File: config.mk
export PLATFORM = sky130hd
export DESIGN_NAME = differential_speed_pid_two_motor
export DESIGN_NICKNAME = d
export VERILOG_FILES = /design/src/design/dsp2m_pkg.sv /design/src/design/dsp2m_front.sv /design/src/design/dsp2m_queue.sv /design/src/design/dsp2m_back.sv /design/src/design/differential_speed_pid_two_motor.sv
export SDC_FILE = /design/constraint.sdc
export NUM_CORES = 2
export LEC_CHECK = 0
export ABC_AREA = 1
export BUFFER_PORTS_ARGS = -buffer_cell sky130_fd_sc_hd__buf_2
export CAP_MARGIN = 15
export CORE_MARGIN = 8
export CORE_UTILIZATION = 59
export CTS_CLUSTER_DIAMETER = 200
export DETAILED_ROUTE_END_ITERATION = 8
export GPL_TIMING_DRIVEN = 0
export MAX_ROUTING_LAYER = met4
export PLACE_DENSITY = 0.86
export SLEW_MARGIN = 20
export SYNTH_ARGS = -nofsm -noshare
export SYNTH_HDL_FRONTEND = slang
export SYNTH_SLANG_ARGS = --single-unit
File: constraint.sdc
create_clock -name clk -period 12.5 [get_ports clk]
set_input_delay 0.625 -clock clk [delete_from_list [all_inputs] [get_ports clk]]
set_output_delay 0.625 -clock clk [all_outputs]
set_load 0.02 [all_outputs]
File: src/design/dsp2m_pkg.sv
// shared types, widths and helper functions for the two-motor differential speed pid
// no dependencies
package dsp2m_pkg;

  // widths of the stored error and drive accumulator
  localparam int ERR_W     = 24;
  localparam int ACC_W     = 32;
  localparam int SUM_W     = ((ACC_W > ERR_W + 18) ? ACC_W : ERR_W + 18) + 3;

  // shared multiplier operand and product widths
  localparam int MUL_A_W   = 34;
  localparam int MUL_B_W   = 17;
  localparam int PROD_W    = MUL_A_W + MUL_B_W;

  // target path widths
  localparam int COMMON_W  = 29;
  localparam int FACT_W    = 31;
  localparam int FULL_W    = 62;
  localparam int TGT_W     = 42;
  localparam int DIFF_W    = 43;
  localparam int DUTY_W    = 15;
  localparam int DIV_STEPS = 8;

  localparam logic [DUTY_W-1:0] DUTY_MAX  = 15'd23040;
  localparam logic [ACC_W-1:0]  ACC_RESET = ACC_W'(10 * 65536);

  // register indexes of the configuration port
  localparam logic [2:0] REG_BASE_SPEED  = 3'd0;
  localparam logic [2:0] REG_FLOOR_SPEED = 3'd1;
  localparam logic [2:0] REG_FLOOR_EN    = 3'd2;
  localparam logic [2:0] REG_SLOW_GAIN   = 3'd3;
  localparam logic [2:0] REG_DIFF_GAIN   = 3'd4;
  localparam logic [2:0] REG_DIFF_BASE   = 3'd5;
  localparam logic [2:0] REG_LEFT_GAINS  = 3'd6;
  localparam logic [2:0] REG_RIGHT_GAINS = 3'd7;

  // configuration register set
  typedef struct packed {
    logic [7:0]  base_speed;
    logic [7:0]  floor_speed;
    logic        floor_enable;
    logic [15:0] slowdown_gain;
    logic [15:0] diff_gain;
    logic [15:0] diff_base;
    logic [47:0] left_gains;
    logic [47:0] right_gains;
  } cfg_t;

  // classified item passed from front to back
  typedef struct packed {
    logic              neg;
    logic [15:0]       kin;
    logic signed [15:0] count_l;
    logic signed [15:0] count_r;
  } item_t;

  // saturate an error difference to the error width
  function automatic logic signed [ERR_W-1:0] sat_err(input logic signed [DIFF_W-1:0] x);
    logic signed [DIFF_W-1:0] hi;
    logic signed [DIFF_W-1:0] lo;
    hi = {{(DIFF_W-ERR_W+1){1'b0}}, {(ERR_W-1){1'b1}}};
    lo = ~hi;
    if (x > hi) return hi[ERR_W-1:0];
    else if (x < lo) return lo[ERR_W-1:0];
    else return x[ERR_W-1:0];
  endfunction

  // saturate the pid sum to the accumulator width
  function automatic logic signed [ACC_W-1:0] sat_acc(input logic signed [SUM_W-1:0] x);
    logic signed [SUM_W-1:0] hi;
    logic signed [SUM_W-1:0] lo;
    hi = {{(SUM_W-ACC_W+1){1'b0}}, {(ACC_W-1){1'b1}}};
    lo = ~hi;
    if (x > hi) return hi[ACC_W-1:0];
    else if (x < lo) return lo[ACC_W-1:0];
    else return x[ACC_W-1:0];
  endfunction

endpackage

File: src/design/dsp2m_front.sv
// front end: takes input items, finds the inner wheel side and |curvature|
// depends on dsp2m_pkg
module dsp2m_front (
  input  logic                 clk,
  input  logic                 rst_n,
  input  logic                 in_valid,
  output logic                 in_ready,
  input  logic [47:0]          in_data,
  output logic                 push,
  output dsp2m_pkg::item_t     push_item,
  input  logic                 q_full
);
  import dsp2m_pkg::*;

  logic  fr_valid_r, fr_valid_nxt;
  item_t fr_item_r;
  logic signed [15:0] curv;

  assign curv      = in_data[15:0];
  assign push      = fr_valid_r && !q_full;
  assign push_item = fr_item_r;
  assign in_ready  = !fr_valid_r || !q_full;

  // holding register valid
  always_comb begin
    fr_valid_nxt = fr_valid_r;
    if (in_valid && in_ready) fr_valid_nxt = 1'b1;
    else if (push) fr_valid_nxt = 1'b0;
  end

  always_ff @(posedge clk) begin
    if (!rst_n) fr_valid_r <= 1'b0;
    else fr_valid_r <= fr_valid_nxt;
  end

  // classify: sign picks the inner wheel, magnitude drives the slowdown
  always_ff @(posedge clk) begin
    if (in_valid && in_ready) begin
      fr_item_r.neg     <= curv[15];
      fr_item_r.kin     <= curv[15] ? 16'(-curv) : 16'(curv);
      fr_item_r.count_l <= in_data[31:16];
      fr_item_r.count_r <= in_data[47:32];
    end
  end

endmodule

File: src/design/dsp2m_queue.sv
// two-entry item queue between front and back
// depends on dsp2m_pkg
module dsp2m_queue (
  input  logic             clk,
  input  logic             rst_n,
  input  logic             push,
  input  dsp2m_pkg::item_t push_item,
  output logic             full,
  input  logic             pop,
  output logic             not_empty,
  output dsp2m_pkg::item_t pop_item
);
  import dsp2m_pkg::*;

  item_t      ent_r [2];
  logic       wr_r, wr_nxt, rd_r, rd_nxt;
  logic [1:0] cnt_r, cnt_nxt;

  assign full      = (cnt_r == 2'd2);
  assign not_empty = (cnt_r != 2'd0);
  assign pop_item  = ent_r[rd_r];

  // pointers and fill count
  always_comb begin
    wr_nxt  = push ? !wr_r : wr_r;
    rd_nxt  = pop ? !rd_r : rd_r;
    cnt_nxt = cnt_r + 2'(push) - 2'(pop);
  end

  always_ff @(posedge clk) begin
    if (!rst_n) begin
      wr_r  <= 1'b0;
      rd_r  <= 1'b0;
      cnt_r <= 2'd0;
    end else begin
      wr_r  <= wr_nxt;
      rd_r  <= rd_nxt;
      cnt_r <= cnt_nxt;
    end
  end

  // entry storage
  always_ff @(posedge clk) begin
    if (push) ent_r[wr_r] <= push_item;
  end

endmodule

File: src/design/dsp2m_back.sv
// back end: target computation and per-motor incremental pid over a shared multiplier
// depends on dsp2m_pkg
module dsp2m_back (
  input  logic                 clk,
  input  logic                 rst_n,
  input  dsp2m_pkg::cfg_t      cfg,
  input  logic                 q_not_empty,
  input  dsp2m_pkg::item_t     q_item,
  output logic                 q_pop,
  output logic                 out_valid,
  input  logic                 out_ready,
  output logic [63:0]          out_data
);
  import dsp2m_pkg::*;

  typedef enum logic [14:0] {
    S_IDLE   = 15'b000000000000001,
    S_SLOW   = 15'b000000000000010,
    S_BASE   = 15'b000000000000100,
    S_COMMON = 15'b000000000001000,
    S_DIV0   = 15'b000000000010000,
    S_DIV    = 15'b000000000100000,
    S_FLO    = 15'b000000001000000,
    S_FHI    = 15'b000000010000000,
    S_TGT    = 15'b000000100000000,
    S_ERR    = 15'b000001000000000,
    S_PP     = 15'b000010000000000,
    S_PI     = 15'b000100000000000,
    S_PD     = 15'b001000000000000,
    S_ACC    = 15'b010000000000000,
    S_OUT    = 15'b100000000000000
  } state_t;

  state_t state_r, state_nxt;
  item_t  item_r;

  // shared multiplier
  logic signed [MUL_A_W-1:0] mul_a;
  logic signed [MUL_B_W-1:0] mul_b;
  logic signed [PROD_W-1:0]  prod_r;

  // target path
  logic signed [32:0]          diffv;
  logic signed [COMMON_W-1:0]  common_raw, common_r;
  logic [31:0]                 x_r, q_r;
  logic [2:0]                  rem_r, div_cnt_r;
  logic [6:0]                  dv;
  logic [13:0]                 dv_mul;
  logic [3:0]                  qd;
  logic [6:0]                  qd5;
  logic [33:0]                 m7;
  logic signed [32:0]          fact_full;
  logic signed [FACT_W-1:0]    factor;
  logic signed [PROD_W-1:0]    plo_r;
  logic signed [FULL_W-1:0]    full;
  logic signed [TGT_W-1:0]     inner, common_t, tgt_l_r, tgt_r_r;

  // pid state and working registers
  logic                        mot_r;
  logic signed [ERR_W-1:0]     len_r, lep_r, ren_r, rep_r;
  logic signed [ACC_W-1:0]     lacc_r, racc_r;
  logic signed [ERR_W-1:0]     e_r, e1, e2, e_n;
  logic signed [ERR_W:0]       de1_r;
  logic signed [ERR_W+1:0]     dd_r;
  logic signed [SUM_W-1:0]     sum_r, sum_fin;
  logic signed [TGT_W-1:0]     tgt_sel;
  logic signed [15:0]          cnt_sel;
  logic [47:0]                 gains_sel;
  logic signed [ACC_W-1:0]     acc_sel, acc_new;
  logic signed [DIFF_W-1:0]    diff;
  logic [ACC_W-1:0]            mag;
  logic [ACC_W-10:0]           mag_sh;
  logic [DUTY_W-1:0]           duty;
  logic [DUTY_W-1:0]           lf_r, lr_r;
  logic                        out_valid_r, out_valid_nxt;
  logic [63:0]                 out_data_r;

  assign q_pop     = (state_r == S_IDLE) && q_not_empty;
  assign out_valid = out_valid_r;
  assign out_data  = out_data_r;

  // target arithmetic
  assign diffv      = 33'sd1048576 - $signed({1'b0, prod_r[31:0]});
  assign common_raw = prod_r[40:12];
  assign m7         = {prod_r[30:0], 3'b000} - {3'b000, prod_r[30:0]};
  assign dv         = {rem_r, x_r[31:28]};
  assign dv_mul     = 14'(dv) * 14'd205;
  assign qd         = dv_mul[13:10];
  assign qd5        = 7'(qd) * 7'd5;
  assign fact_full  = $signed({5'b0, cfg.diff_base, 12'b0}) - $signed({1'b0, q_r});
  assign factor     = fact_full[FACT_W-1:0];
  assign full       = (FULL_W'(prod_r) <<< 16) + FULL_W'(plo_r);
  assign inner      = full[FULL_W-1:20];
  assign common_t   = TGT_W'(common_r);

  // per-motor selection
  assign tgt_sel   = mot_r ? tgt_r_r : tgt_l_r;
  assign cnt_sel   = mot_r ? item_r.count_r : item_r.count_l;
  assign gains_sel = mot_r ? cfg.right_gains : cfg.left_gains;
  assign e1        = mot_r ? ren_r : len_r;
  assign e2        = mot_r ? rep_r : lep_r;
  assign acc_sel   = mot_r ? racc_r : lacc_r;

  // error, accumulator and duty
  assign diff    = DIFF_W'(tgt_sel) - (DIFF_W'(cnt_sel) <<< 8);
  assign e_n     = sat_err(diff);
  assign sum_fin = sum_r + SUM_W'(prod_r);
  assign acc_new = sat_acc(sum_fin);
  assign mag     = acc_new[ACC_W-1] ? ACC_W'(-acc_new) : ACC_W'(acc_new);
  assign mag_sh  = mag[ACC_W-1:9];
  assign duty    = (mag_sh > (ACC_W-9)'(DUTY_MAX)) ? DUTY_MAX : mag_sh[DUTY_W-1:0];

  // multiplier operand selection
  always_comb begin
    mul_a = '0;
    mul_b = '0;
    unique case (state_r)
      S_SLOW: begin
        mul_a = MUL_A_W'({1'b0, item_r.kin});
        mul_b = {1'b0, cfg.slowdown_gain};
      end
      S_BASE: begin
        mul_a = MUL_A_W'(diffv);
        mul_b = {9'b0, cfg.base_speed};
      end
      S_COMMON: begin
        mul_a = MUL_A_W'({1'b0, item_r.kin});
        mul_b = {1'b0, cfg.diff_gain};
      end
      S_FLO: begin
        mul_a = MUL_A_W'(common_r);
        mul_b = {1'b0, factor[15:0]};
      end
      S_FHI: begin
        // upper factor half is signed
        mul_a = MUL_A_W'(common_r);
        mul_b = MUL_B_W'($signed(factor[FACT_W-1:16]));
      end
      S_PP: begin
        mul_a = MUL_A_W'(de1_r);
        mul_b = {1'b0, gains_sel[47:32]};
      end
      S_PI: begin
        mul_a = MUL_A_W'(e_r);
        mul_b = {1'b0, gains_sel[31:16]};
      end
      S_PD: begin
        mul_a = MUL_A_W'(dd_r);
        mul_b = {1'b0, gains_sel[15:0]};
      end
      default: ;
    endcase
  end

  always_ff @(posedge clk) prod_r <= mul_a * mul_b;

  // sequencer
  always_comb begin
    state_nxt     = state_r;
    out_valid_nxt = out_valid_r;
    if (out_valid_r && out_ready) out_valid_nxt = 1'b0;
    unique case (state_r)
      S_IDLE:   if (q_not_empty) state_nxt = S_SLOW;
      S_SLOW:   state_nxt = S_BASE;
      S_BASE:   state_nxt = S_COMMON;
      S_COMMON: state_nxt = S_DIV0;
      S_DIV0:   state_nxt = S_DIV;
      S_DIV:    if (div_cnt_r == 3'(DIV_STEPS - 1)) state_nxt = S_FLO;
      S_FLO:    state_nxt = S_FHI;
      S_FHI:    state_nxt = S_TGT;
      S_TGT:    state_nxt = S_ERR;
      S_ERR:    state_nxt = S_PP;
      S_PP:     state_nxt = S_PI;
      S_PI:     state_nxt = S_PD;
      S_PD:     state_nxt = S_ACC;
      S_ACC:    state_nxt = mot_r ? S_OUT : S_ERR;
      S_OUT: begin
        if (!out_valid_r || out_ready) begin
          out_valid_nxt = 1'b1;
          state_nxt     = S_IDLE;
        end
      end
      default:  state_nxt = S_IDLE;
    endcase
  end

  always_ff @(posedge clk) begin
    if (!rst_n) begin
      state_r     <= S_IDLE;
      out_valid_r <= 1'b0;
    end else begin
      state_r     <= state_nxt;
      out_valid_r <= out_valid_nxt;
    end
  end

  // pid history and accumulators
  always_ff @(posedge clk) begin
    if (!rst_n) begin
      len_r  <= '0;
      lep_r  <= '0;
      ren_r  <= '0;
      rep_r  <= '0;
      lacc_r <= ACC_RESET;
      racc_r <= ACC_RESET;
    end else if (state_r == S_ACC) begin
      if (mot_r) begin
        ren_r  <= e_r;
        rep_r  <= ren_r;
        racc_r <= acc_new;
      end else begin
        len_r  <= e_r;
        lep_r  <= len_r;
        lacc_r <= acc_new;
      end
    end
  end

  // right motor duty from its stored accumulator
  function automatic logic [DUTY_W-1:0] duty_r_hold();
    logic [ACC_W-1:0]  m;
    logic [ACC_W-10:0] s;
    m = racc_r[ACC_W-1] ? ACC_W'(-racc_r) : ACC_W'(racc_r);
    s = m[ACC_W-1:9];
    return (s > (ACC_W-9)'(DUTY_MAX)) ? DUTY_MAX : s[DUTY_W-1:0];
  endfunction

  // datapath registers
  always_ff @(posedge clk) begin
    unique case (state_r)
      S_IDLE: begin
        item_r <= q_item;
        mot_r  <= 1'b0;
      end
      S_COMMON: begin
        // floor the common target when enabled
        if (cfg.floor_enable && (common_raw < $signed({13'b0, cfg.floor_speed, 8'b0})))
          common_r <= $signed({13'b0, cfg.floor_speed, 8'b0});
        else
          common_r <= common_raw;
      end
      S_DIV0: begin
        // |term| = (kin * diff_gain * 7 / 4) / 5, quotient built one nibble a step
        x_r       <= m7[33:2];
        rem_r     <= 3'd0;
        q_r       <= '0;
        div_cnt_r <= 3'd0;
      end
      S_DIV: begin
        x_r       <= {x_r[27:0], 4'b0};
        rem_r     <= 3'(dv - qd5);
        q_r       <= {q_r[27:0], qd};
        div_cnt_r <= div_cnt_r + 3'd1;
      end
      S_FHI: plo_r <= prod_r;
      S_TGT: begin
        // inner wheel trimmed, both clipped at zero
        if (item_r.neg) begin
          tgt_l_r <= common_t[TGT_W-1] ? '0 : common_t;
          tgt_r_r <= inner[TGT_W-1] ? '0 : inner;
        end else begin
          tgt_l_r <= inner[TGT_W-1] ? '0 : inner;
          tgt_r_r <= common_t[TGT_W-1] ? '0 : common_t;
        end
      end
      S_ERR: begin
        e_r   <= e_n;
        de1_r <= (ERR_W+1)'(e_n) - (ERR_W+1)'(e1);
        dd_r  <= (ERR_W+2)'(e_n) - ((ERR_W+2)'(e1) <<< 1) + (ERR_W+2)'(e2);
      end
      S_PI: sum_r <= SUM_W'(acc_sel) + SUM_W'(prod_r);
      S_PD: sum_r <= sum_fin;
      S_ACC: begin
        mot_r <= 1'b1;
        if (!mot_r) begin
          lf_r <= (acc_new > 0) ? duty : '0;
          lr_r <= (acc_new > 0) ? '0 : duty;
        end
      end
      S_OUT: begin
        if (!out_valid_r || out_ready)
          out_data_r <= {4'b0, ((acc_sel > 0) ? '0 : duty_r_hold()),
                         ((acc_sel > 0) ? duty_r_hold() : '0), lr_r, lf_r};
      end
      default: ;
    endcase
  end

endmodule

File: src/design/differential_speed_pid_two_motor.sv
// top level of the two-motor differential speed pid: configuration registers,
// front end, item queue and back end. The back end works on one item at a time,
// sequencing all products through one shared 34x17 multiplier and an 8-step
// divide by five, and takes no new item until the last result has been offered.
// Synchronous active-low reset restores register defaults, zero errors and
// accumulators at 10.0; front register and queue hold up to three items ahead of the back.
module differential_speed_pid_two_motor (
  input  logic        clk,
  input  logic        rst_n,
  input  logic        in_tvalid,
  output logic        in_tready,
  input  logic [47:0] in_tdata,   // curvature, count_left, count_right
  output logic        out_tvalid,
  input  logic        out_tready,
  output logic [63:0] out_tdata,  // duty_left_fwd, duty_left_rev, duty_right_fwd,
                                  // duty_right_rev, zero pad
  input  logic        cfg_we,
  input  logic [2:0]  cfg_index,
  input  logic [47:0] cfg_wdata
);
  import dsp2m_pkg::*;

  cfg_t  cfg_r;
  logic  push, q_full, q_pop, q_not_empty;
  item_t push_item, pop_item;

  // configuration register file
  always_ff @(posedge clk) begin
    if (!rst_n) begin
      cfg_r.base_speed    <= 8'd20;
      cfg_r.floor_speed   <= 8'd18;
      cfg_r.floor_enable  <= 1'b1;
      cfg_r.slowdown_gain <= 16'd256;
      cfg_r.diff_gain     <= 16'd113;
      cfg_r.diff_base     <= 16'd256;
      cfg_r.left_gains    <= 48'd671088640;
      cfg_r.right_gains   <= 48'd671088640;
    end else if (cfg_we) begin
      unique case (cfg_index)
        REG_BASE_SPEED:  cfg_r.base_speed    <= cfg_wdata[7:0];
        REG_FLOOR_SPEED: cfg_r.floor_speed   <= cfg_wdata[7:0];
        REG_FLOOR_EN:    cfg_r.floor_enable  <= cfg_wdata[0];
        REG_SLOW_GAIN:   cfg_r.slowdown_gain <= cfg_wdata[15:0];
        REG_DIFF_GAIN:   cfg_r.diff_gain     <= cfg_wdata[15:0];
        REG_DIFF_BASE:   cfg_r.diff_base     <= cfg_wdata[15:0];
        REG_LEFT_GAINS:  cfg_r.left_gains    <= cfg_wdata;
        REG_RIGHT_GAINS: cfg_r.right_gains   <= cfg_wdata;
        default: ;
      endcase
    end
  end

  dsp2m_front u_front (
    .clk       (clk),
    .rst_n     (rst_n),
    .in_valid  (in_tvalid),
    .in_ready  (in_tready),
    .in_data   (in_tdata),
    .push      (push),
    .push_item (push_item),
    .q_full    (q_full)
  );

  dsp2m_queue u_queue (
    .clk       (clk),
    .rst_n     (rst_n),
    .push      (push),
    .push_item (push_item),
    .full      (q_full),
    .pop       (q_pop),
    .not_empty (q_not_empty),
    .pop_item  (pop_item)
  );

  dsp2m_back u_back (
    .clk         (clk),
    .rst_n       (rst_n),
    .cfg         (cfg_r),
    .q_not_empty (q_not_empty),
    .q_item      (pop_item),
    .q_pop       (q_pop),
    .out_valid   (out_tvalid),
    .out_ready   (out_tready),
    .out_data    (out_tdata)
  );

endmodule

==> results.py <==
metrics = {
    "sta": {
        "finalMaxSlewViolations": 0,
        "tightest_slew_ps": 1280,
        "clock_skew_ps": 67.2,
        "fmax_mhz": 81.1,
        "fin_crit_ps": 12340,
        "setup_viol": 0,
        "tns_ps": 0,
        "hold_viol": 0,
        "hold_slack_ps": 60.8,
        "rsz0062_at_grt": "no",
        "fin_crit_sh_pct": 98.7,
        "slew_headroom_pct": 13.5,
    },
    "logic_synthesis": {
        "ys.flop_type": "edfxtp_1",
        "netlist_area_um2": 76200,
        "synth_seq_area_share_pct": 34.8,
        "synth_cells": 9276,
        "synth.top_cell.area_share_pct": 24.5,
        "ys_types": 73,
        "yosysWarnings": 0,
        "synth_edf_count": 622,
        "ys_ff_latch": 1015,
        "synth_top_area_cell": "edfxtp_1",
        "synthTopCellsByArea": "edfxtp_1 25%, fa_1 15%, dfxtp_1 10%",
        "avgSynthCellArea_um2": 8.22,
        "async_reset_ff_share_pct": 0,
    },
    "global_route": {
        "grt_pass1_wl_um": 390000,
        "grt.total_usage_pct": 37.5,
        "antenna_found_initial": 13,
        "grt_pass1_vias": 64606,
        "grt_overflow": 0,
        "grt_max_degree": 45,
    },
    "detailed_routing": {
        "vias_per_cell": 5.82,
        "wire_per_inst_um": 23.2,
        "drt_iter0_markers": 7262,
        "drc": 0,
        "vias": 66196,
        "drtAntennaViolNets": 0,
        "drt_wl_total_um": 264000,
        "dr.pass1.iters": 6,
    },
    "worst_setup_path": {
        "startpoint": "u_back.state_r[7]",
        "max_stage_delay_ps": 850,
        "cp.arrival_ps": 12950,
        "crit_required_ps": 13110,
        "path_class": "reg -> reg",
        "slowest_stage": "clkinv_1",
        "setup.worst_path.end_class": "register",
        "cp-start-kind": "register",
        "r2r_start": "u_back.state_r[7]",
        "worstPathMaxFanout": 10,
    },
    "power_and_ir_drop": {
        "vdd_drop_max_uv": 272,
        "leakage_uw": 0.0399,
        "powerDensity_nw_per_um2": 183,
        "power.total_uw": 15300,
    },
    "worst_hold_path": {
        "holdCritPathClass": "in -> reg",
        "worstHoldStart": "in_tdata[40]",
    },
    "clocking": {
        "cts.sinks": 1015,
        "holdBufCountCts": 0,
        "clockBufferDepth": 3,
        "cts.clk_slew.worst_paths_ps": 60,
        "cts-root-buf": "clkbuf_16",
        "htree_levels": 3,
        "cts_tree": "done",
        "cts_buffers": 101,
        "clk_latency_ps": 760,
    },
    "placement": {
        "post-place-cells": 11167,
        "dp_hpwl_um": 215000,
        "place_area_um2": 80000,
        "gp_congestion": 1.04,
        "io_buffer_count": 165,
    },
    "floorplan": {
        "die_h_um": 375,
        "rows": 132,
        "start_util_pct": 59.2,
        "die-area_um2": 141000,
        "ioPinCount": 170,
        "core_region_area_um2": 129000,
        "die_w_um": 375,
    },
    "finish": {
        "seqCellArea_um2": 26500,
        "drive_gt1_share_pct": 5.76,
        "area_delta_synth_final_pct": 9.64,
        "fillers": 10852,
        "layout.nets": 10701,
        "fin_area_um2": 83600,
        "multi_input_area_um2": 42800,
        "stdcell_count": 11370,
    },
    "outcome": {
        "outcome": "finished, final reports clean",
    },
    "job": {
        "cap_violations": 0,
    },
}
[layout by cell type, fill, tap and decap left out, drive strengths merged, types with 10 or more instances in the layout]
| cell type | instances |
|---|---|
| a211oi | 52 |
| a21o | 17 |
| a21oi | 530 |
| a221oi | 35 |
| a22o | 36 |
| a31oi | 53 |
| buf | 261 |
| bufinv | 10 |
| clkbuf | 396 |
| clkinv | 55 |
| dfxtp | 393 |
| diode | 12 |
| edfxtp | 622 |
| fa | 579 |
| ha | 423 |
| inv | 1552 |
| mux2i | 20 |
| nand2 | 1956 |
| nand3 | 294 |
| nand4 | 48 |
| nor2 | 1122 |
| nor3 | 38 |
| nor4 | 28 |
| o211ai | 33 |
| o21a | 32 |
| o21ai | 647 |
| o21bai | 27 |
| o221ai | 14 |
| o31ai | 22 |
| or2 | 31 |
| xnor2 | 118 |
| xor2 | 164 |
[report_power, final]
part | internal, uW | leakage, uW | switching (uW)
combinational | 2550 | 0.0293 | 5070
clock | 1820 | 0.00171 | 1400
sequential | 4240 | 0.00889 | 169
[worst max-delay path: cells and delay by family (launching register included)]
family / cells / cell delay (ps)
adder cells (fa/ha/maj): 7 / 3200
buffers and inverters: 10 / 3080
AO/OA/AOI/OAI: 11 / 2830
AND/OR/NAND/NOR: 11 / 2570
flip-flops: 1 / 340
XOR/XNOR: 1 / 160
[per-stage QoR]
| step | utilization (%) | setup WS [ps] |
|---|---|---|
| after floorplan | - | 3320 |
| after global placement | 61.4 | -1480 |
| after detailed placement | 62.1 | -1160 |
| after CTS | 64.8 | 15.4 |
| after global routing | 64.8 | 1.16 |
| final | 64.9 | 162 |
[logic make-up (layout without fill, tap and decap cells)]
family                   after synthesis  after routing  synth area share, %
other                                  1             16              0.00492
adder cells (fa/ha/maj)             1002           1002                 22.2
XOR/XNOR                             282            282                 3.28
AO/OA/AOI/OAI                       1543           1543                 11.5
multiplexers                          20             20                0.263
flip-flops                          1015           1015                 34.8
buffers and inverters               1873           2277                 9.34
AND/OR/NAND/NOR                     3540           3540                 18.6
[worst paths after layout]
check | endpoint | slack (ps) | cells past startpoint
setup / recovery | u_back.prod_r[46] | 160 | 40
hold / removal | u_front.push_item[8] | 60 | 1
setup reg to reg | u_back.prod_r[46] | 160 | 40
hold reg to reg | u_back.plo_r[46] | 410 | 0
[synth_stat cells, drive strengths merged (5+ instances only)]
master,number
o21a,32
nand2,1956
nor3b,7
xnor2,118
a21oi,530
a21o,17
a2111oi,6
nand4,48
o21ai,647
inv,1543
ha,423
a22o,36
nor4,28
nand3,294
and2,6
a311oi,6
xor2,164
clkinv,23
o2111ai,5
a31oi,53
mux2i,20
nor2,1122
nand3b,7
dfxtp,393
o211ai,33
nor3,38
a211oi,52
clkbuf,257
a21boi,7
or2,31
buf,50
fa,579
edfxtp,622
o31ai,22
o221ai,14
o21bai,27
a221oi,35
[repair_timing]
action | 4_1_cts | 5_1_grt
setup buffers | 1 | 0
pin swaps | 0 | 0
gates resized for setup | 7 | 22
setup endpoints to repair | 39 | 28
[routing by layer]
layer / GRT usage, % / wire length [um]
met5: - / 0
met4: 24.8 / 21600
met3: 5.53 / 23100
met2: 59.8 / 121000
met1: 44.5 / 97800
[sequential cells by signal, summed over array words and instances (netlist names), 35 cells and up]
| register | count |
|---|---|
| u_back.item_r | 49 |
| u_back.tgt_r_r | 41 |
| u_back.out_data | 60 |
| u_front.push_item | 49 |
| u_queue.ent_r | 98 |
| cfg_r | 161 |
| u_back.sum_r | 45 |
| u_back.plo_r | 35 |
| u_back.tgt_l_r | 41 |
| u_back.prod_r | 51 |
[cell type report]
type / instances / share of cell area, %
Timing Repair Buffer: 214 / 1.69
Tap cell: 1675 / 2.51
Clock buffer: 137 / 3.40
Antenna cell: 12 / 0.0359
Clock inverter: 54 / 0.774
Buffer: 306 / 1.50
Inverter: 1566 / 7.04
Multi-Input combinational cell: 6391 / 51.3
Sequential cell: 1015 / 31.8
Power figures use the tool's default switching activity.
